## config.mk

```make
export PLATFORM = sky130hd
export DESIGN_NAME = qlsf_front
export DESIGN_NICKNAME = d
export VERILOG_FILES = /design/src/design/qlsf_pkg.sv /design/src/design/qlsf_front.sv
export SDC_FILE = /design/constraint.sdc
export NUM_CORES = 2
export LEC_CHECK = 0
export ABC_AREA = 1
export ABC_CLOCK_PERIOD_IN_PS = 10100
export BUFFER_PORTS_ARGS = -buffer_cell sky130_fd_sc_hd__buf_2
export CAP_MARGIN = 10
export CORE_MARGIN = 10
export CORE_UTILIZATION = 30
export DETAILED_ROUTE_END_ITERATION = 8
export MAX_ROUTING_LAYER = met4
export PLACE_DENSITY = 0.55
export SETUP_SLACK_MARGIN = 0.5
export SLEW_MARGIN = 0
export SYNTH_ARGS = -nofsm -noshare
export SYNTH_HDL_FRONTEND = slang
export SYNTH_SLANG_ARGS = --single-unit
```

## constraint.sdc

```tcl
create_clock -name clk -period 10.1 [get_ports clk]
set_input_delay 2.02 -clock clk [delete_from_list [all_inputs] [get_ports clk]]
set_output_delay 2.02 -clock clk [all_outputs]
set_load 0.005 [all_outputs]
```

## src/design/qlsf_pkg.sv

```systemverilog
`timescale 1ns / 1ps
package qlsf_pkg;

  localparam int COORD_W    = 12;
  localparam int CNT_W      = 13;
  localparam int MAX_POINTS = 4096;
  localparam int FRAC_BITS  = 32;
  localparam int HSUM_W     = 60;
  localparam int RSUM_W     = 48;
  // operand slot width of a snapshot entry
  localparam int OPB_W      = 64;
  // signed width that holds every determinant exactly (terms stay below 2^120)
  localparam int DET_W      = 128;
  localparam int NUM_W      = DET_W + FRAC_BITS + 2;
  localparam int COEF_W     = 64;
  localparam int QDEPTH     = 2;
  localparam int QPTR_W     = 1;
  localparam int NSRC       = 8;

  typedef struct packed {
    logic [COORD_W-1:0] point_height;
    logic [COORD_W-1:0] point_radius;
    logic               last_point;
  } in_item_t;

  typedef struct packed {
    logic signed [COEF_W-1:0] coef_square;
    logic signed [COEF_W-1:0] coef_linear;
    logic signed [COEF_W-1:0] coef_const;
    logic                     fit_ok;
  } out_item_t;

  typedef enum logic [2:0] {
    SRC_S0, SRC_S1, SRC_S2, SRC_S3, SRC_S4, SRC_R0, SRC_R1, SRC_R2
  } src_t;

  // frozen sums of one point set, indexed by src_t
  typedef struct packed {
    logic [NSRC-1:0][OPB_W-1:0] val;
  } snap_t;

  typedef struct packed {
    logic              ready;
    logic [QPTR_W:0]   level;
  } q_stat_t;

  // entry of the normal matrix, column det_sel-1 replaced by the radius sums
  function automatic src_t mat_src(input logic [1:0] det_sel, input logic [1:0] row,
                                   input logic [1:0] col);
    logic [2:0] s;
    if (det_sel != 2'd0 && col == det_sel - 2'd1) begin
      s = 3'(SRC_R0) + {1'b0, row};
    end else begin
      s = {1'b0, row} + {1'b0, col};
    end
    return src_t'(s);
  endfunction

  // column used by a row in each of the six terms of the 3x3 expansion
  function automatic logic [1:0] term_col(input logic [2:0] term, input logic [1:0] row);
    logic [5:0] p;
    unique case (term)
      3'd0:    p = {2'd0, 2'd1, 2'd2};
      3'd1:    p = {2'd0, 2'd2, 2'd1};
      3'd2:    p = {2'd1, 2'd0, 2'd2};
      3'd3:    p = {2'd1, 2'd2, 2'd0};
      3'd4:    p = {2'd2, 2'd0, 2'd1};
      default: p = {2'd2, 2'd1, 2'd0};
    endcase
    unique case (row)
      2'd0:    return p[5:4];
      2'd1:    return p[3:2];
      default: return p[1:0];
    endcase
  endfunction

  function automatic logic term_neg(input logic [2:0] term);
    return (term == 3'd1) || (term == 3'd2) || (term == 3'd5);
  endfunction

endpackage

```

## src/design/qlsf_front.sv

```systemverilog
`timescale 1ns / 1ps
module qlsf_front (
  input  logic              clk,
  input  logic              rst_n,
  input  logic              in_valid,
  output logic              in_stall,
  input  qlsf_pkg::in_item_t in_item,
  input  qlsf_pkg::q_stat_t q_stat,
  output logic              push,
  output qlsf_pkg::snap_t   push_data
);
  import qlsf_pkg::*;

  logic                 s1_v_r, s1_last_r;
  logic [COORD_W-1:0]   s1_h_r, s1_r_r;
  logic [2*COORD_W-1:0] s1_h2_r;
  logic                 s2_v_r, s2_last_r;
  logic [COORD_W-1:0]   s2_h_r, s2_r_r;
  logic [2*COORD_W-1:0] s2_h2_r, s2_rh_r;
  logic [3*COORD_W-1:0] s2_h3_r, s2_rh2_r;
  logic [4*COORD_W-1:0] s2_h4_r;
  logic [CNT_W-1:0]     cnt_r;
  logic [HSUM_W-1:0]    hs_r [4];
  logic [RSUM_W-1:0]    rs_r [3];
  logic [HSUM_W-1:0]    hs_add [4];
  logic [RSUM_W-1:0]    rs_add [3];
  logic                 cnt_ok, accept;
  logic [2:0]           pending;

  // room must exist in the queue for every set end already in flight
  assign pending  = 3'(q_stat.level) + 3'(s1_v_r & s1_last_r) + 3'(s2_v_r & s2_last_r);
  assign in_stall = (pending >= 3'(QDEPTH)) || !q_stat.ready;
  assign accept   = in_valid && !in_stall;
  assign cnt_ok   = cnt_r < CNT_W'(MAX_POINTS);

  assign hs_add[0] = hs_r[0] + HSUM_W'(s2_h_r);
  assign hs_add[1] = hs_r[1] + HSUM_W'(s2_h2_r);
  assign hs_add[2] = hs_r[2] + HSUM_W'(s2_h3_r);
  assign hs_add[3] = hs_r[3] + HSUM_W'(s2_h4_r);
  assign rs_add[0] = rs_r[0] + RSUM_W'(s2_r_r);
  assign rs_add[1] = rs_r[1] + RSUM_W'(s2_rh_r);
  assign rs_add[2] = rs_r[2] + RSUM_W'(s2_rh2_r);

  assign push = s2_v_r && s2_last_r;
  always_comb begin
    push_data.val[SRC_S0] = OPB_W'(cnt_ok ? cnt_r + CNT_W'(1) : cnt_r);
    for (int i = 0; i < 4; i++) begin
      push_data.val[i+1] = OPB_W'(cnt_ok ? hs_add[i] : hs_r[i]);
    end
    for (int i = 0; i < 3; i++) begin
      push_data.val[i+5] = OPB_W'(cnt_ok ? rs_add[i] : rs_r[i]);
    end
  end

  always_ff @(posedge clk) begin
    s1_h_r   <= in_item.point_height;
    s1_r_r   <= in_item.point_radius;
    s1_h2_r  <= in_item.point_height * in_item.point_height;
    s2_h_r   <= s1_h_r;
    s2_r_r   <= s1_r_r;
    s2_h2_r  <= s1_h2_r;
    s2_h3_r  <= s1_h2_r * s1_h_r;
    s2_h4_r  <= s1_h2_r * s1_h2_r;
    s2_rh_r  <= s1_r_r * s1_h_r;
    s2_rh2_r <= s1_r_r * s1_h2_r;
    s1_last_r <= in_item.last_point;
    s2_last_r <= s1_last_r;
    if (!rst_n) begin
      s1_v_r <= 1'b0;
      s2_v_r <= 1'b0;
      cnt_r  <= '0;
      for (int i = 0; i < 4; i++) hs_r[i] <= '0;
      for (int i = 0; i < 3; i++) rs_r[i] <= '0;
    end else begin
      s1_v_r <= accept;
      s2_v_r <= s1_v_r;
      if (s2_v_r) begin
        if (s2_last_r) begin
          cnt_r <= '0;
          for (int i = 0; i < 4; i++) hs_r[i] <= '0;
          for (int i = 0; i < 3; i++) rs_r[i] <= '0;
        end else if (cnt_ok) begin
          cnt_r <= cnt_r + CNT_W'(1);
          for (int i = 0; i < 4; i++) hs_r[i] <= hs_add[i];
          for (int i = 0; i < 3; i++) rs_r[i] <= rs_add[i];
        end
      end
    end
  end

endmodule

```

Word level (Yosys, flattened, before mapping) --
Memories as Yosys holds them, arrays and structs flattened. Index checks and enable logic that the tools add are counted.
Operators by class: add/sub/neg operators 11, multipliers 5, order comparisons 2, muxes and demuxes 34, bitwise operators 16, reduce and logical (&&, ||, !) cells 7
Operators by type and width (number):
- $mux W60 | 12
- $mux W48 | 9
- $add A60 B12 Y60 | 1
- $add A60 B24 Y60 | 1
- $add A60 B36 Y60 | 1
- $add A60 B48 Y60 | 1
- $add A48 B12 Y48 | 1
- $add A48 B24 Y48 | 1
- $add A48 B36 Y48 | 1
- $mul A12 B12 Y24 | 2
- $mul A24 B24 Y48 | 1
- $mul A12 B24 Y36 | 1
- $mul A24 B12 Y36 | 1
- $mux W13 | 2
- $add A13 B1 Y14 const B | 1
- $mux W14 | 1
- $or A1 B1 Y1 | 14
- $add A13 B1 Y13 const B | 1
- $lt A13 B13 Y1 const B | 1
- $mux W1 | 10
- $add A2 B1 Y3 | 1
- $add A3 B1 Y3 | 1
- $ge A3 B2 Y1 const B | 1
- $and A1 B1 Y1 | 2
- other kinds (5) | 7
Storage, ports and cells: register bits after elaboration 257, memory bits (writable) 384, input bits 31, output and inout bits 514, word-level logic and storage cells 92, memories kept 2
Memories:
- hs_r | words 4, width 60, read ports 4, clocked after Yosys merged registers in 0, write ports 4, RTL line qlsf_front.sv:23 | logic [HSUM_W-1:0] hs_r [4];
- rs_r | words 3, width 48, read ports 3, clocked after Yosys merged registers in 0, write ports 3, RTL line qlsf_front.sv:24 | logic [RSUM_W-1:0] rs_r [3];

Longest topological paths before layout --
depth after elaboration 7, depth in mapped cells 31, depth with buffers taken out 29

Worst setup path before layout --
Ideal clock, no wire load.
path kind input -> register, start point input rst_n, end point memory hs_r[3][0] (enable), setup time 572 ps, arrival time 6988 ps, required time 9528 ps, path slack 2539 ps, stages 5, path buffers 1, path through buf_2 -> inv_1 -> nor2_1 -> nor2_2 -> nand2_1
RTL lines:
- start: declaration | RTL line qlsf_front.sv:4 | input logic rst_n,
- end: declaration | RTL line qlsf_front.sv:23

Final worst setup path --
start point register s1_h2_r[12], end point register s2_h4_r[43]
Between the ends: longest elaborated chain between the ends 1
RTL lines:
- start: declaration | RTL line qlsf_front.sv:16 | logic [2*COORD_W-1:0] s1_h2_r;
- start signal: assignment | RTL line qlsf_front.sv:58 | s1_h2_r <= in_item.point_height * in_item.point_height;
- $mul A24 B24 Y48 | RTL line qlsf_front.sv:63 | s2_h4_r <= s1_h2_r * s1_h2_r;
- end signal: assignment | RTL line qlsf_front.sv:63
- end: declaration | RTL line qlsf_front.sv:21 | logic [4*COORD_W-1:0] s2_h4_r;
No other way between the ends. A chain may end at the register's enable or synchronous reset.

==> metrics <==
initial DRC count 6186; Worst-path clk slew 60 ps; minimum clock period 7080 ps; WP buf/inv 9; clock sink total 633; Global Route Usage Sum 0.193; Layout Nets 14200; TritonCTS Buffers 88; die footprint 0.314 mm^2; IO buf count 429; startpoint type of the worst setup path register; post_cts resized 0; synth top area cells fa_1 (23%), nand2_1 (15%), edfxtp_1 (11%), inv_1 (11%), ha_1 (9.4%); Hold Fails Final Rpt 0; MaxCap Viol Count 0; Placed Cells 16300; Detailed Route WL 303 mm; clk root buf clkbuf_16; Synth cell types 57; Max Root-Sink Buffers 3; cts hold-fix bufs 0; via count 77600; Synth Flop Type edfxtp_1; CP Capture Type register; top sig layer met4; arrival time at the worst endpoint 7750 ps; Post-synth EDFFs 324; row cnt 198; area grow syn2layout 10.2%; largest net degree at the start of global routing 148; Hold WC Path Type reg2reg; Slowest cell on crit path dfxtp_2; GP Congestion 0.976; Synth Register Bits 633; grt ovf 0; DRT Pass-1 Iters 6; Final Max Slew Viols 0; Syn Std Cell Area 0.0876 mm^2; setup repair after global routing missed its margin false; CP Data Required Time 10770 ps; Synth area leader fa_1; clk_lat worst skew 750 ps; # IOs 545; status finished clean; Max Clk Rate 141 MHz; R2R Path Start s1_h2_r[12]; met1 WL 139 mm; DP Wirelength 246 mm; DRC 0; post-synthesis sequential area ratio 0.182; Slew HR 0.214; Post-synth ARST share 0; yosys warns 0; die height 560 um; Non-Filler Instances 16500; worst reg2reg path depth 24; CP Depth 24; # H-tree levels 3; hold_sp s1_last_r; Final TNS setup 0 ps; vias in the first global route 77400; Gate Count Post-Synth 12300; CP Cell Sequence buf_4 > nand2_1 > inv_1 > fa_1 > fa_1 > inv_1 > fa_1 > inv_1 > fa_1 > inv_1 > fa_1 > inv_1 > fa_1 > inv_1 > fa_1 > inv_1 > ha_1 > nand2_1 > nor2_1 > inv_1 > nor4_1 > nand3_1 > nand4_1 > xor2_1; clk_skew 75.5 ps; DR WL met2 138 mm; kind of critical path reg2reg; met3 wire len 17.6 mm; CP max FO 35; Die Wd 560 um; share of cells above drive strength 1 0.0622; # Post-CTS Setup Buffers 0; Min-Delay Endpoint s2_last_r; Initial Util 0.301; Synth Area per Inst 7.15 um^2; Tcrit/Tclk final 0.701; CTS tree yes; worst slew pin tran 1170 ps; CP startpoint s1_h2_r[12]; Detail Route Antenna Nets 0; r2r endpoint s2_h4_r[43]; top-area cell type share of the netlist area 0.232; Crit path max-delay family adder cells; CP most frequent cell inv_1; max incr delay on CP 910 ps; Wirelength per Cell 18.4 um; # setup viols final 0; r2r setup slk 3020 ps; first-pass GRT wire length 467 mm; initial antenna violation count 10; via/cell ratio 4.71; core area 0.291 mm^2; WHS Path Cells 0
[cells by family (layout without fill, tap and decap cells)]
| family | after synthesis | in the layout | synth area share |
|---|---|---|---|
| flip-flops | 633 | 633 | 0.182 |
| other | 2 | 145 | 0.0000857 |
| XOR/XNOR | 331 | 331 | 0.0331 |
| AO/OA/AOI/OAI | 1295 | 1295 | 0.0785 |
| AND/OR/NAND/NOR | 5371 | 5371 | 0.249 |
| buffers and inverters | 2962 | 3140 | 0.132 |
| adder cells (fa/ha/maj) | 1670 | 1670 | 0.325 |
[synth_stat cells (19+ instances only)]
cell      count
a21oi_1     593
ha_1        655
edfxtp_1    324
buf_4       116
a31oi_1      36
o21bai_1     24
xnor2_1     176
nor4_1       36
nand4_1     115
buf_1        72
a21o_1       22
nand3_1     482
o21ai_0     498
nand2_1    3516
clkbuf_1    282
fa_1       1015
nand2_2      19
xor2_1      155
nand3b_1     51
dfxtp_1     309
nor3_1      114
o21ai_1      41
nor2_1      957
inv_1      2473
[worst max-delay path by stage]
stage                       end
floorplan            hs_r[3][0]
global placement    s2_h4_r[43]
detailed placement  s2_h4_r[43]
CTS                 s2_h4_r[43]
global route        s2_h4_r[43]
finish              s2_h4_r[43]
[routing by layer]
metal  global-route usage  vias up
met2                0.308     2169
met1                0.261    37300
met4               0.0497        0
li1                     -    37900
met5                    -        -
met3               0.0234      276
[cells in the final DEF (no fill, tap or decap), drive strengths merged, types with 5 or more instances in the layout]
| cell | instances |
|---|---|
| o22ai | 10 |
| clkinvlp | 7 |
| nand4 | 115 |
| o211ai | 10 |
| edfxtp | 324 |
| ha | 655 |
| nor3 | 129 |
| a21oi | 595 |
| xor2 | 155 |
| conb | 144 |
| o21bai | 24 |
| nor4 | 40 |
| nand2 | 3537 |
| o21ai | 556 |
| nand3 | 485 |
| xnor2 | 176 |
| a211oi | 5 |
| nor3b | 5 |
| inv | 2489 |
| clkinv | 22 |
| a21o | 22 |
| and2 | 11 |
| clkbuf | 124 |
| o21a | 18 |
| a31oi | 36 |
| nor2 | 967 |
| nand3b | 51 |
| or2 | 25 |
| a21boi | 8 |
| dfxtp | 309 |
| buf | 495 |
| fa | 1015 |
[registers in the layout (all words and copies together), names as in the netlist, 12 cells and up]
name and cells:
cnt_r 13, hs_r 240, rs_r 144, s1_h2_r 23, s1_r_r 12, s2_h2_r 22, s2_h3_r 35, s2_h4_r 47
s2_r_r 12, s2_rh2_r 36, s2_rh_r 23
[layout make-up]
class,instances,area (um^2)
Tap cell,3900,4880
Clock buffer,124,2580
Sequential cell,633,16000
Inverter,2481,9320
Clock inverter,40,438
Multi-Input combinational cell,8811,60700
Fill cell,31700,194000
Timing Repair Buffer,495,2680
Antenna cell,1,2.50
[stage by stage]
stage          area (um^2)  hold slack [ps]  worst slack, ps  utilization
3_5_place_dp         93600              378             3030        0.322
4_1_cts              96600              388             3030        0.332
3_3_place_gp         93600              375             3110        0.322
6_report             96600              379             3020        0.332
2_1_floorplan        88200              329             2540            -
5_1_grt              96600              391             2620        0.332
Power is left out: the tool's default activity adds up to more than one toggle a clock period on the data nets, which glitch-free logic cannot reach.
