**src/design/qlsf_pkg.sv**
```systemverilog
`timescale 1ns / 1ps
package qlsf_pkg;

  localparam int COORD_W    = 12;
  localparam int CNT_W      = 13;
  localparam int MAX_POINTS = 4096;
  localparam int FRAC_BITS  = 32;
  localparam int HSUM_W     = 60;
  localparam int RSUM_W     = 48;
  // operand slot width of a snapshot entry
  localparam int OPB_W      = 64;
  // signed width that holds every determinant exactly (terms stay below 2^120)
  localparam int DET_W      = 128;
  localparam int NUM_W      = DET_W + FRAC_BITS + 2;
  localparam int COEF_W     = 64;
  localparam int QDEPTH     = 2;
  localparam int QPTR_W     = 1;
  localparam int NSRC       = 8;

  typedef struct packed {
    logic [COORD_W-1:0] point_height;
    logic [COORD_W-1:0] point_radius;
    logic               last_point;
  } in_item_t;

  typedef struct packed {
    logic signed [COEF_W-1:0] coef_square;
    logic signed [COEF_W-1:0] coef_linear;
    logic signed [COEF_W-1:0] coef_const;
    logic                     fit_ok;
  } out_item_t;

  typedef enum logic [2:0] {
    SRC_S0, SRC_S1, SRC_S2, SRC_S3, SRC_S4, SRC_R0, SRC_R1, SRC_R2
  } src_t;

  // frozen sums of one point set, indexed by src_t
  typedef struct packed {
    logic [NSRC-1:0][OPB_W-1:0] val;
  } snap_t;

  typedef struct packed {
    logic              ready;
    logic [QPTR_W:0]   level;
  } q_stat_t;

  // entry of the normal matrix, column det_sel-1 replaced by the radius sums
  function automatic src_t mat_src(input logic [1:0] det_sel, input logic [1:0] row,
                                   input logic [1:0] col);
    logic [2:0] s;
    if (det_sel != 2'd0 && col == det_sel - 2'd1) begin
      s = 3'(SRC_R0) + {1'b0, row};
    end else begin
      s = {1'b0, row} + {1'b0, col};
    end
    return src_t'(s);
  endfunction

  // column used by a row in each of the six terms of the 3x3 expansion
  function automatic logic [1:0] term_col(input logic [2:0] term, input logic [1:0] row);
    logic [5:0] p;
    unique case (term)
      3'd0:    p = {2'd0, 2'd1, 2'd2};
      3'd1:    p = {2'd0, 2'd2, 2'd1};
      3'd2:    p = {2'd1, 2'd0, 2'd2};
      3'd3:    p = {2'd1, 2'd2, 2'd0};
      3'd4:    p = {2'd2, 2'd0, 2'd1};
      default: p = {2'd2, 2'd1, 2'd0};
    endcase
    unique case (row)
      2'd0:    return p[5:4];
      2'd1:    return p[3:2];
      default: return p[1:0];
    endcase
  endfunction

  function automatic logic term_neg(input logic [2:0] term);
    return (term == 3'd1) || (term == 3'd2) || (term == 3'd5);
  endfunction

endpackage

```
**src/design/qlsf_queue.sv**
```systemverilog
`timescale 1ns / 1ps
module qlsf_queue (
  input  logic              clk,
  input  logic              rst_n,
  input  logic              push,
  input  qlsf_pkg::snap_t   push_data,
  input  logic              pop,
  output logic              not_empty,
  output qlsf_pkg::snap_t   head,
  output qlsf_pkg::q_stat_t q_stat
);
  import qlsf_pkg::*;

  snap_t             mem_r [QDEPTH];
  logic [QPTR_W-1:0] wr_r, rd_r;
  logic [QPTR_W:0]   cnt_r;

  assign not_empty    = cnt_r != '0;
  assign head         = mem_r[rd_r];
  assign q_stat.level = cnt_r;
  assign q_stat.ready = 1'b1;

  always_ff @(posedge clk) begin
    if (push) begin
      mem_r[wr_r] <= push_data;
    end
    if (!rst_n) begin
      wr_r  <= '0;
      rd_r  <= '0;
      cnt_r <= '0;
    end else begin
      if (push) wr_r <= wr_r + QPTR_W'(1);
      if (pop)  rd_r <= rd_r + QPTR_W'(1);
      cnt_r <= cnt_r + (QPTR_W+1)'(push) - (QPTR_W+1)'(pop);
    end
  end

endmodule

```
**config.mk**
```make
export PLATFORM = sky130hd
export DESIGN_NAME = qlsf_queue
export DESIGN_NICKNAME = d
export VERILOG_FILES = /design/src/design/qlsf_pkg.sv /design/src/design/qlsf_queue.sv
export SDC_FILE = /design/constraint.sdc
export NUM_CORES = 1
export LEC_CHECK = 0
export ABC_AREA = 0
export BUFFER_PORTS_ARGS = -buffer_cell sky130_fd_sc_hd__buf_2
export CAP_MARGIN = 5
export CORE_AREA = 2 2 403 405
export CTS_CLUSTER_SIZE = 40
export DETAILED_ROUTE_END_ITERATION = 12
export DIE_AREA = 0 0 405 407
export PLACE_DENSITY = 0.48
export RECOVER_POWER = 50
export SYNTH_ARGS = -nofsm -noshare
export SYNTH_HDL_FRONTEND = slang
export SYNTH_SLANG_ARGS = --single-unit
```
**constraint.sdc**
```tcl
create_clock -name clk -period 27.5 [get_ports clk]
set_input_delay 2.75 -clock clk [delete_from_list [all_inputs] [get_ports clk]]
set_output_delay 2.75 -clock clk [all_outputs]
set_load 0.02 [all_outputs]
```
**Word-level counts from Yosys, hierarchy flattened**

Memories as Yosys holds them, arrays and structs flattened. A register that Yosys moved wholly into a read port is not among the register bits.
Cells that the tools add are included.

- Add/sub/neg operators: 4
- Muxes and demuxes: 4
- Reduce and logical (&&, ||, !) cells: 1

Operators with widths:

| cell | count |
|---|---|
| 1-bit 2-to-1 mux | 4 |
| 1-bit adder, second input constant | 2 |
| 2-bit by 1-bit adder with 2-bit output | 1 |
| 2-bit nonzero test | 1 |
| 2-bit by 1-bit subtractor with 2-bit output | 1 |

- Register bits after elaboration: 4
- Word-level logic and storage cells: 13
- Output and inout bits: 516
- Memories kept: 1
- RAM bits: 1024
- Input port bits: 516

Memories:

| memory | words | bits a word | rd ports | clocked after memory_dff | wr ports | RTL line | RTL |
|---|---|---|---|---|---|---|---|
| mem_r | 2 | 512 | 1 | 1 | 1 | qlsf_queue.sv:14 | `snap_t mem_r [QDEPTH];` |

**Longest topological paths before layout**

Gate-level depths: netlist of run 1.

- Depth in word-level cells: 3
- Gate-level depth with buffers: 6
- Gate-level depth less buffers: 6

**Least setup slack after synthesis of run 1**

No wires, ideal clock.

- Kind: input to register
- From: input port push
- To: register wr_r
- Stages on the path: 2
- Data required time: 27336 ps
- Setup slack: 1094 ps
- Setup time: 164 ps
- Path buffers: 0
- Arrival: 26242 ps
- Path through: nor2b_1 o21a_1

RTL lines:

| what | RTL line | RTL |
|---|---|---|
| start, declared | qlsf_queue.sv:5 | `input logic push,` |
| end signal, assigned | qlsf_queue.sv:32 | `if (push) wr_r <= wr_r + QPTR_W'(1);` |
| end, declared | qlsf_queue.sv:15 | `logic [QPTR_W-1:0] wr_r, rd_r;` |

**Worst setup path after layout of run 1**

- From: input port push
- To: memory mem_r[1][507] (netlist name) (enable)

- Longest elaborated chain between the ends: 2

RTL lines:

| what | RTL line | RTL |
|---|---|---|
| 1-bit 2-to-1 mux | qlsf_queue.sv:24 | `if (push) begin` |
| 1-bit 2-to-1 mux (implied by the code) | qlsf_queue.sv:25 | `mem_r[wr_r] <= push_data;` |
| end, declared | qlsf_queue.sv:14 |  |

No other way between the ends.

==> results of run 1 <==
[area by class of cell]
| type | instances | share of cell area [%] |
|---|---|---|
| diodes | 12 | 0.0624 |
| clock inverters | 61 | 1.42 |
| repair buffers | 1050 | 10.4 |
| inverters | 2 | 0.0156 |
| well taps | 2160 | 5.62 |
| multi-input cells | 526 | 12.2 |
| flip-flops and latches | 1029 | 64.1 |
| clock buffers | 149 | 6.16 |
[sequential cells by signal, indices dropped and copies added, names as in the netlist, named ones only]
register	count
cnt_r	2
mem_r	1024
rd_r	1
wr_r	1
[cells in the mapped netlist]
library cell and n:
sky130_fd_sc_hd__dfxtp_1 5, sky130_fd_sc_hd__clkbuf_8 8, sky130_fd_sc_hd__or2_2 1, sky130_fd_sc_hd__inv_1 2, sky130_fd_sc_hd__edfxtp_1 1024, sky130_fd_sc_hd__nor2b_1 3
sky130_fd_sc_hd__buf_2 3, sky130_fd_sc_hd__xnor3_1 1, sky130_fd_sc_hd__conb_1 1, sky130_fd_sc_hd__o21a_1 1, sky130_fd_sc_hd__ha_1 2, sky130_fd_sc_hd__buf_6 46
sky130_fd_sc_hd__and2_1 4, sky130_fd_sc_hd__mux2_2 512, sky130_fd_sc_hd__buf_4 1, sky130_fd_sc_hd__xor2_1 1
[critical path, cell delays in order]
cell and delay, ps:
sky130_fd_sc_hd__clkbuf_1 150, sky130_fd_sc_hd__and2_0 2990, sky130_fd_sc_hd__clkbuf_1 6090, sky130_fd_sc_hd__buf_12 330
[routing by layer]
metal  vias up  part of all wire (%)  track usage (%)
met5         -                  0.16                0
met4        28                   2.9             4.95
met3       248                   9.6             5.13
met2       965                    49             22.2
met1      9924                    38             15.3
li1       8732                     -                -
[cells by family (layout without fill, tap and decap cells)]
family / Yosys count / in the layout
flops: 1029 / 1029
mux: 512 / 512
buf+inv: 60 / 1262
simple gates: 8 / 8
fa+ha+maj: 2 / 2
xor+xnor: 2 / 2
other cells: 1 / 13
compound gates: 1 / 1
[power by group]
part | switching (mW) | internal, mW | total [mW]
Sequential | 0.0250 | 1.82 | 1.85
Combinational | 0.269 | 0.155 | 0.425
Clock | 0.620 | 0.864 | 1.48
Total | 0.915 | 2.84 | 3.75
[path summary, 6_finish.rpt]
kind | from | to | slack, ps | cells past startpoint
max | push | mem_r[1][507] | 14650 | 4
min | rd_r | flip-flop | 580 | 2
max reg2reg | wr_r | mem_r[1][507] | 16520 | 3
min reg2reg | rd_r | flip-flop | 580 | 2
[metrics by stage]
stage | cell area, um^2 | setup WS [ps] | hold WS, ps | power, mW
6_report | 48100 | 14650 | 575 | 3.75
3_5_place_dp | 44800 | 19280 | 565 | 2.31
5_1_grt | 48100 | 13630 | 597 | 3.90
3_3_place_gp | 44800 | 19300 | 557 | 2.31
4_1_cts | 48400 | 18870 | 575 | 3.82
2_1_floorplan | 37400 | 1090 | 555 | 2.18
==> metrics list, run 1 <==
- The run finished, with violations left.
* Violations in the final reports: max-capacitance violations, max-slew violations
- The core region is 0.160 mm^2.
* Share of final-layout standard cells stronger than drive strength 1: 51.2%
- Level count of the clock H-tree: 3
- Fraction of the core area covered by cells at the end of the flow: 30.0%
- STA puts the critical path data arrival time at 13150 ps.
- Weighted congestion reported at the end of routability-driven placement: 0.831
* Final-layout setup total negative slack: 0 ps
- Start-to-end type of the worst setup path: in2reg
* Global route overflow: 0
- Worst slew margin relative to its limit: -476%
* Clk_lat worst skew: 710 ps
* Post-Synth XOR/XNOR Area: 0.0837%
- Clock-pin slew was measured on the worst setup and hold paths at 60 ps.
- Clock tree from TritonCTS: yes
- The synthesized netlist devotes 0.0201% of its cell area to compound gates.
- Post-synthesis cell count: 1615
- Syn Nets: 2133
* Initial DRC count: 1586
- #FFs+latches synth: 1029
* Post-synthesis share of cell area spent on full adders, half adders and majority gates: 0.0669%
* Via count of the first global-routing pass: 20200
* Total power per unit cell area: 78.0 mW/mm^2
* Main combinational cell family by area after synthesis: multiplexers
* All-Layer GR Usage: 13.3%
* Die width: 405 um
- Final net count: 3240
- In the final layout, the multi-input gates occupy 0.00588 mm^2.
- Kind of start point of the critical path: input pin
- After detailed routing, the average wire length per cell comes to 23.0 um.
- Synth Warn #: 0
- Total length of routed wires: 115000 um
- Overall die height: 407 um
- The tree is rooted in a sky130_fd_sc_hd__clkbuf_16.
- Largest area contributor in the synthesized netlist: sky130_fd_sc_hd__edfxtp_1
- DRT antenna net count: 0
- Register area share after synthesis: 82.5%
- Summing every instance area after synthesis gives 0.0374 mm^2.
* Skew final: 27.8 ps
- The worst-case IR drop observed on VDD is 0.0000517 V.
* CP Data Required Time: 27800 ps
- Final setup vio count: 0
- Final Hold Violating Endpoints: 0
- Via-to-Cell Ratio: 3.99
- Total clock buffers created by CTS: 113
- In this run the worst path has a maximum fanout of 144.
- Of the available clock period, the critical path in the final layout requires 46.7%.
* Post-synthesis average cell area: 23.2 um^2
- STA classifies the critical path endpoint as a flip-flop.
- Derived from the worst setup path, the maximum achievable clock frequency is 77.8 MHz.
- Once the floorplan was initialized, standard cells occupied 23.3% of the core.
* Tightest Hold Check Type: reg2reg
- Highest-count cells in the layout ignoring fill and taps: sky130_fd_sc_hd__edfxtp_1 (1024), sky130_fd_sc_hd__buf_2 (763), sky130_fd_sc_hd__mux2_2 (512)
- Leading cell type in the layout, fill and taps excluded: sky130_fd_sc_hd__edfxtp_1
- In this run, post-CTS repair resized a total of 0 instances.
* Placed cells: 4767
* Number of I/O pins: 1032
- From synthesis to final layout, the design area changed by 28.7%.
* Post-synthesis mux area share: 15.4%
* Simple-gate portion of the synthesized area: 0.134%
* Initial antenna violation count: 72
* Worst-case clock buffer depth: 3
* Biggest area contributors in the synthesized netlist: sky130_fd_sc_hd__edfxtp_1 (82%), sky130_fd_sc_hd__mux2_2 (15%), sky130_fd_sc_hd__buf_6 (1.4%)
- For this block, the via count after detailed routing is 19900.
* Pin count of the biggest net entering global routing: 145
- Buffers placed on the I/O ports in this run total 1030.
- After legalization and detailed placement, the total HPWL measured 83700 um.
- Post-synthesis cell type count: 16
- Register Area: 0.0309 mm^2
- The first global-routing pass estimated 153000 um of wire.
- Final min period: 12850 ps
- Setup repair after global routing missed its margin: no
- The first TritonRoute pass finished after 5 iterations.
- The floorplan step defined a die boundary enclosing 0.165 mm^2.
* Leak Pwr: 16.8 nW
- Once the clock tree was built, the setup fixing pass inserted 0 buffers.
- Clock sinks: 1029
- Fillers: 16100
- Hold buffer count at cts: 0
* Final Max Tran Viols: 295
- Area fraction of the dominant cell type after synthesis: 82.2%
- Actual slew at the worst max-slew pin: 8630 ps
- Rows: 147
- For this run, design rule violations remaining after detail routing come to 0.
- Across the run, the number of max-cap violations was 4.
- Non-Filler Instances: 4989
(Power assumes the default switching activity.)
==> run 2, diff against run 1 <==
- ABC_AREA: 0 -> 1
- clock period: 27.5 -> 11.3 ns (I/O delays scaled with it)
==> run 2 against run 1 <==
Effect of this change: the flow still finishes with violations (max-capacitance violations, max-slew violations); critical path depth increased by 1; synthesized cell count increased by 0.74%; die area unchanged; sequential power increased by 140%; design area about the same; core utilization about the same; critical path type unchanged; highest routed layer unchanged.
==> metrics list, run 2 <==
* Multi-input logic area: 0.00586 mm^2 (-0.32%)
- Counting stages on the worst path, the most repeated cell is sky130_fd_sc_hd__clkbuf_1.
- Final Max Tran Viols: 157 (-47%)
* Final-layout setup total negative slack: 0 ps (unchanged)
- The worst setup path is captured at a flip-flop.
- Clock sinks: 1029 (unchanged)
- The highest fanout seen on the critical path came to 143 (-0.69%).
- The filler cell count in the final layout came to 16100 (+0.093%).
- The CTS buffer count came to 113 (unchanged).
* Initial antenna violation count: 80 (+11%)
- Initial DRC count: 1104 (-30%)
* Initial Utilization: 23.3% (unchanged)
- Post-synthesis average cell area: 23.0 um^2 (-0.74%)
* DRT antenna net count: 0 (unchanged)
* Switching power: 2.19 mW (+140%)
- The total placed instance area came to 0.0448 mm^2 (about the same).
- The final worst clock skew was 35.9 ps (+8.17 ps).
* Via count of the first global-routing pass: 20500 (+1.6%)
- The final reports fail on max-capacitance violations, max-slew violations.
- Final Hold Violating Endpoints: 0 (unchanged)
- Overall die height: 407 um (unchanged)
- Number of remaining DRC errors: 0 (unchanged)
- The via count of the routed design is 19800 (-0.37%).
- TritonCTS built the clock tree.
* Leading cell type in the layout, fill and taps excluded: sky130_fd_sc_hd__edfxtp_1
* Final min period: 5830 ps
- The wire length after detailed routing is 116000 um (+0.85%).
- The internal power is 6.74 mW (+140%).
- The number of port buffers is 1030 (unchanged).
* Clock slew at the register clock pins of the worst setup and hold paths: 60 ps (about the same)
- The most common cell in the synthesized netlist is sky130_fd_sc_hd__edfxtp_1.
- Total power per unit cell area: 186 mW/mm^2 (+140%)
- The post-CTS setup repair buffer count is 0 (unchanged).
- The instance count on the critical path was 5 (+1).
* Final setup vio count: 0 (unchanged)
* Most instantiated flip-flop cell in the synthesis netlist: sky130_fd_sc_hd__edfxtp_1
- Post-synth EDFFs: 1024 (unchanged)
- The largest incremental delay on the critical path was 2410 ps (-3680 ps).
- Area fraction of the dominant cell type after synthesis: 82.2% (unchanged)
* Syn Nets: 2145 (+0.56%)
- Clk_lat worst skew: 720 ps (about the same)
- The fraction of power spent switching nets was 24.5% (+0.11 points).
- Rows: 147 (unchanged)
- The die outline area is 0.165 mm^2 (unchanged).
- All-Layer GR Usage: 13.3% (+0.045 points)
- The global-route wire length before repair came to 154000 um (+0.32%).
- The relative slew slack was -120% (+360 points).
- Number of I/O pins: 1032 (unchanged)
* Cell chosen for the clock root: sky130_fd_sc_hd__clkbuf_16
- Maximum clock frequency: 172 MHz
- Pin count of the biggest net entering global routing: 148 (+2.1%)
- Highest-count cells in the layout ignoring fill and taps: sky130_fd_sc_hd__edfxtp_1 (1024), sky130_fd_sc_hd__buf_2 (784), sky130_fd_sc_hd__mux2_2 (512)
* Hold buffer count at cts: 0 (unchanged)
- The data arrival time of the worst path was 6160 ps (-6990 ps).
* Count of maximum capacitance violations: 4 (unchanged)
* Global route overflow: 0 (unchanged)
- Fraction of synthesis flops using an asynchronous set or reset pin: 0% (unchanged)
* Relative contribution of the clock network to total power: 39.4% (about the same)
* VDD IR max: 0.000124 V (+140%)
* Status: complete, but fails checks
* Placed cells: 4773 (+0.13%)
- The net count reported at finish came to 3246 (+0.19%).
* Regs by FF count: mem_r x1024, cnt_r x2
* Wire length per cell: 23.1 um (+0.43%)
- The share of synthesized area occupied by flip-flops and latches came to 82.5% (unchanged).
- Period Utilization, post-route: 51.6%
* Non-Filler Instances: 5010 (+0.42%)
- Core Footprint: 0.160 mm^2 (unchanged)
* Biggest area contributors in the synthesized netlist: sky130_fd_sc_hd__edfxtp_1 (82%), sky130_fd_sc_hd__mux2_2 (15%), sky130_fd_sc_hd__buf_6 (1.4%)
- Post-synthesis cell count: 1627 (+0.74%)
* Share of final-layout standard cells stronger than drive strength 1: 51.7% (+0.44 points)
- CP Data Required Time: 11630 ps (-16170 ps)
- The hold path depth is 2 (unchanged).
* Setup repair after global routing missed its margin: no
- The number of flip-flops in the largest register was 1024 (unchanged).
- Ordered cell list for the critical path: clkbuf_1 -> inv_1 -> nor2_1 -> clkbuf_1 -> buf_12
- The tightest min-delay check is of the reg2reg type.
- Post-synthesis cell type count: 14 (-2)
- Worst Reg-to-Reg Cells: 3 (unchanged)
* #FFs+latches synth: 1029 (unchanged)
- The critical path is of the in2reg type.
- Leak Pwr: 16.8 nW (+0.23%)
* Kind of start point of the critical path: input pin
- The sequential cell area is 0.0309 mm^2 (unchanged).
* Estimated wirelength of the detail-placed design: 85500 um (+2.2%)
- The detailed-routing iteration count for the pre-antenna-repair pass was 5 (unchanged).
* Weighted congestion reported at the end of routability-driven placement: 0.804 (-3.3%)
* Level count of the clock H-tree: 3 (unchanged)
* Sequential power share: 50.2% (+1.0 points)
* Gate family responsible for the most delay along the worst path: buffers and inverters
- The synthesis-to-layout area growth came to 28.7% (about the same).
- Number of buffers and inverters on the critical path: 4 (+1)
- Post-route cell area: 0.0481 mm^2 (about the same)
- Fraction of the core area covered by cells at the end of the flow: 30.0% (about the same)
- The register-to-register setup slack is 5800 ps (-10720 ps).
- Synth Warn #: 0 (unchanged)
- Post-synthesis cell area: 0.0374 mm^2 (unchanged)
- Part of the total power dissipated in combinational logic: 10.4% (-0.9 points)
* Worst-case clock buffer depth: 3 (unchanged)
- Register name with the most flops: mem_r
* Largest area contributor in the synthesized netlist: sky130_fd_sc_hd__edfxtp_1
- Die width: 405 um (unchanged)
- Via-to-Cell Ratio: 3.96 (-0.78%)
- Top cells by count, synth: sky130_fd_sc_hd__edfxtp_1 (1024), sky130_fd_sc_hd__mux2_2 (512), sky130_fd_sc_hd__buf_6 (46), sky130_fd_sc_hd__nand2_1 (9), sky130_fd_sc_hd__clkbuf_8 (8)
* Actual slew at the worst max-slew pin: 3310 ps (-5330 ps)
- The slowest stage of the critical path is the sky130_fd_sc_hd__clkbuf_1 cell.
* Number of gates given a new drive strength after cts: 0 (unchanged)
run 2: per-layer routing:
metal  part of all wire, %  GRT usage, %  up-vias  wire [um]
li1                      -             -     8768          -
met4                   3.3          5.37       22       3780
met2                    50          22.9      875      58500
met1                    36          14.4     9903      41700
met3                    10          5.69      256      11800
met5                  0.13             0        -        149
run 2: power groups by stage:
stage	Sequential [mW]	Combinational, mW	Clock, mW
after global routing	4.50	0.999	3.76
after detailed placement	4.57	0.960	0
after floorplan	4.59	0.562	0
after CTS	4.49	0.964	3.64
after global placement	4.56	0.957	0
final	4.49	0.930	3.51
run 2: final cells by class:
cell class / count / share of cell area, %
Multi-Input combinational cell: 533 / 12.2
Antenna cell: 26 / 0.135
Timing Repair Buffer: 1044 / 10.5
Clock inverter: 63 / 1.21
Inverter: 7 / 0.0572
Tap cell: 2160 / 5.62
Clock buffer: 148 / 6.17
Sequential cell: 1029 / 64.1
run 2: logic make-up (layout without fill, tap and decap cells):
group,after synthesis,after routing,synth area share [%]
other,1,27,0.0100
flip-flops,1029,1029,82.5
AND/OR/NAND/NOR,17,17,0.174
multiplexers,512,512,15.4
buffers and inverters,65,1262,1.81
adder cells (fa/ha/maj),2,2,0.0669
AO/OA/AOI/OAI,1,1,0.0134
run 2: path summary, 6_finish.rpt:
path,startpoint,endpoint
min,wr_r,wr_r
max reg2reg,wr_r,mem_r[0][257]
max,push,mem_r[0][257]
min reg2reg,wr_r,wr_r
run 2: metrics by stage:
stage,worst slack (ps),hold WS [ps],total power [mW]
floorplan,2000,463,5.15
global placement,6950,476,5.52
detailed placement,6960,496,5.53
CTS,6120,470,9.09
global route,5080,506,9.26
finish,5470,505,8.93
run 2: worst reg2reg max path: cells and delay by family (launching register included):
family	cells	cell delay [ps]
DFF	1	320
buffers and inverters	2	3070
and+or+nand+nor	1	1450
==> run 3, diff against run 2 <==
- clock period: 11.3 -> 4.7 ns (I/O delays scaled with it)
==> run 3 against run 2 <==
Effect of this change: clock power increased by 140%; core utilization increased by 3.4 points; non-clock buffer count increased by 565; the run still ends with max-capacitance violations, max-slew violations left; clock skew increased by 30 ps; critical path type is now reg2reg.
==> metrics list, run 3 (same netlist as run 2, synthesis figures left out) <==
* Placement Cell Area: 0.0453 mm^2 (+1.1%)
- The count of endpoints failing setup in the final report was 0 (unchanged).
- The relative slew slack is -83.7% (+37 points).
- The count of pins on the block boundary was 1032 (unchanged).
- DR vias: 21900 (+11%)
- The data arrival time of the worst path came to 3970 ps (-2190 ps).
- Register name with the most flops: mem_r
- Critical Path Stages: 3 (-2)
- Die width: 405 um (unchanged)
- Worst Reg-to-Reg Cells: 3 (unchanged)
- Of the available clock period, the critical path in the final layout requires 78.4%.
- The routability-driven placement congestion ratio was 0.841 (+4.7%).
- Via-to-Cell Ratio: 3.94 (-0.46%)
- Leaving out fill and tap cells, the most frequent cell in the layout is sky130_fd_sc_hd__edfxtp_1.
- Total power per unit cell area: 411 mW/mm^2 (+120%)
- The initial DRC count is 1062 (-3.8%).
- Hold Path Origin: push
- Static timing analysis puts the maximum clock frequency at 271 MHz.
* Number of gates given a new drive strength after cts: 0 (unchanged)
- The number of antenna violations at the first check in global routing is 31 (-61%).
- Final net count: 3812 (+17%)
* Critical path peak fanout: 103 (-28%)
- Post-CTS setup buffer count: 0 (unchanged)
- Delay of the slowest critical-path stage: 1860 ps (-550 ps)
* Total clock buffers created by CTS: 114 (+0.88%)
* Cell chosen for the clock root: sky130_fd_sc_hd__clkbuf_16
- The number of max-cap violations is 2 (-2).
* Rows: 147 (unchanged)
* Initial Utilization: 23.3% (unchanged)
- The residual overflow from global routing was 0 (unchanged).
* First-pass GRT wire length: 163000 um (+5.7%)
* Post-route cell area: 0.0536 mm^2 (+11%)
- The total buffers and inverters traversed by the critical path was 2 (-2).
* Buffers added on ports: 1030 (unchanged)
* Critical Path Start: wr_r
- Ordered cell list for the critical path: nand2_8 -> clkinvlp_2 -> buf_2
- Share of final-layout standard cells stronger than drive strength 1: 41.3% (-10 points)
* Iteration count of the initial detailed-routing pass: 6 (+1)
* CP endpoint kind: flip-flop
- Core Footprint: 0.160 mm^2 (unchanged)
- The maximum clock insertion buffer count was 3 (unchanged).
- Regs by FF count: mem_r x1024, cnt_r x2
- Actual slew at the worst max-slew pin: 2760 ps (-549 ps)
- The final worst clock skew came to 66.1 ps (+30.1 ps).
* Clk_lat worst skew: 750 ps (+30 ps)
* Worst hold-check slack: 139 ps (-366 ps)
- The clock period could shrink to 3690 ps.
- DRT antenna net count: 0 (unchanged)
- Level count of the clock H-tree: 3 (unchanged)
* Final Max Tran Viols: 117 (-25%)
* Gate family responsible for the most delay along the worst path: buffers and inverters
- All-Layer GR Usage: 13.7% (+0.43 points)
* Setup repair after global routing missed its margin: no
- Estimated wirelength of the detail-placed design: 87100 um (+1.8%)
- Clock sinks: 1029 (unchanged)
* Violations in the final reports: max-capacitance violations, max-slew violations
- The accumulated negative setup slack came to 0 ps (unchanged).
* CP Data Required Time: 4980 ps (-6650 ps)
- Crit path max-delay cell type: sky130_fd_sc_hd__buf_2
* Clock tree from TritonCTS: yes
- The pin count of the biggest net entering global routing was 104 (-30%).
* Tightest Hold Check Type: in2reg
* Floorplan die area: 0.165 mm^2 (unchanged)
- Leak Pwr: 19.0 nW (+13%)
- Growth of design area from synthesis to finish: 43.3%
- The number of hold violations in the final report came to 0 (unchanged).
- The number of global-route vias before repair is 23000 (+12%).
* Status: complete, but fails checks
- Launch point of the worst reg-to-reg path: wr_r
* Total length of routed wires: 119000 um (+2.2%)
- STA classifies the critical path startpoint as a flip-flop.
- In the layout the commonest cells are sky130_fd_sc_hd__edfxtp_1 (1024), sky130_fd_sc_hd__buf_2 (657), sky130_fd_sc_hd__dlygate4sd3_1 (514).
- Number of remaining DRC errors: 0 (unchanged)
* Clock slew at the register clock pins of the worst setup and hold paths: 60 ps (about the same)
- The y dimension of the die is 407 um (unchanged).
* Wire length per cell: 21.3 um (-7.9%)
- Max FFs per register: 1024 (unchanged)
- Start-to-end type of the worst setup path: reg2reg
- Number of stages on the worst hold path: 3 (+1)
- The highest ir drop seen on vdd came to 0.000324 V (+160%).
-- run 3: cell types whose count changed in the layout (fill, tap and decap cells not counted), moves of 3 or more --
| cell | before | now |
|---|---|---|
| sky130_fd_sc_hd__buf_12 | 9 | 13 |
| sky130_fd_sc_hd__buf_2 | 784 | 657 |
| sky130_fd_sc_hd__buf_4 | 3 | 39 |
| sky130_fd_sc_hd__clkbuf_1 | 278 | 394 |
| sky130_fd_sc_hd__clkbuf_2 | 0 | 20 |
| sky130_fd_sc_hd__clkinv_1 | 28 | 25 |
| sky130_fd_sc_hd__clkinv_2 | 14 | 18 |
| sky130_fd_sc_hd__diode_2 | 26 | 13 |
| sky130_fd_sc_hd__dlygate4sd3_1 | 0 | 514 |
| sky130_fd_sc_hd__inv_16 | 3 | 0 |
-- run 3: area by class of cell --
class	instances	area [um^2]
Multi-Input combinational cell	533	5880
Clock buffer	145	2970
Tap cell	2160	2700
Antenna cell	13	32.5
Inverter	7	40.0
Fill cell	15900	107000
Timing Repair Buffer	1609	10500
Clock inverter	67	658
Sequential cell	1029	30900
-- run 3: repair_timing --
action | 4_1_cts | 5_1_grt
hold buffers | 514 | 0
endpoints found under the setup margin | 0 | 0
hold endpoints to repair | 1029 | 0
-- run 3: worst paths after layout --
path,to,slack [ps]
hold / removal,wr_r,140
setup / recovery,mem_r[1][483],1010
hold reg to reg,rd_r,500
setup reg to reg,mem_r[1][483],1010
-- run 3: power by group --
part | internal, mW | switching (mW)
sequential | 10.6 | 0.101
clock | 4.88 | 3.70
combinational | 1.11 | 1.60
total | 16.6 | 5.41
-- run 3: worst min-delay path, stage by stage --
cell and delay [ps]:
sky130_fd_sc_hd__buf_2 200, sky130_fd_sc_hd__nor2_1 120, sky130_fd_sc_hd__nor2_1 50
-- run 3: metal layers --
metal | track usage [%] | vias to the layer above | share of wire (%)
met5 | 0 | - | 0.013
met4 | 3.76 | 2 | 2.4
met3 | 5.38 | 183 | 8.6
met2 | 23.5 | 802 | 50
met1 | 16.0 | 11000 | 39
li1 | - | 9878 | -
-- run 3: stage by stage --
step	setup WS (ps)	cells	util, %	power (mW)
floorplan	-3920	1627	-	12.4
global placement	2090	4824	28.3	13.3
detailed placement	2060	4824	28.3	13.3
CTS	1350	5550	33.8	22.5
global route	676	5557	33.4	22.9
finish	1010	5563	33.5	22.0
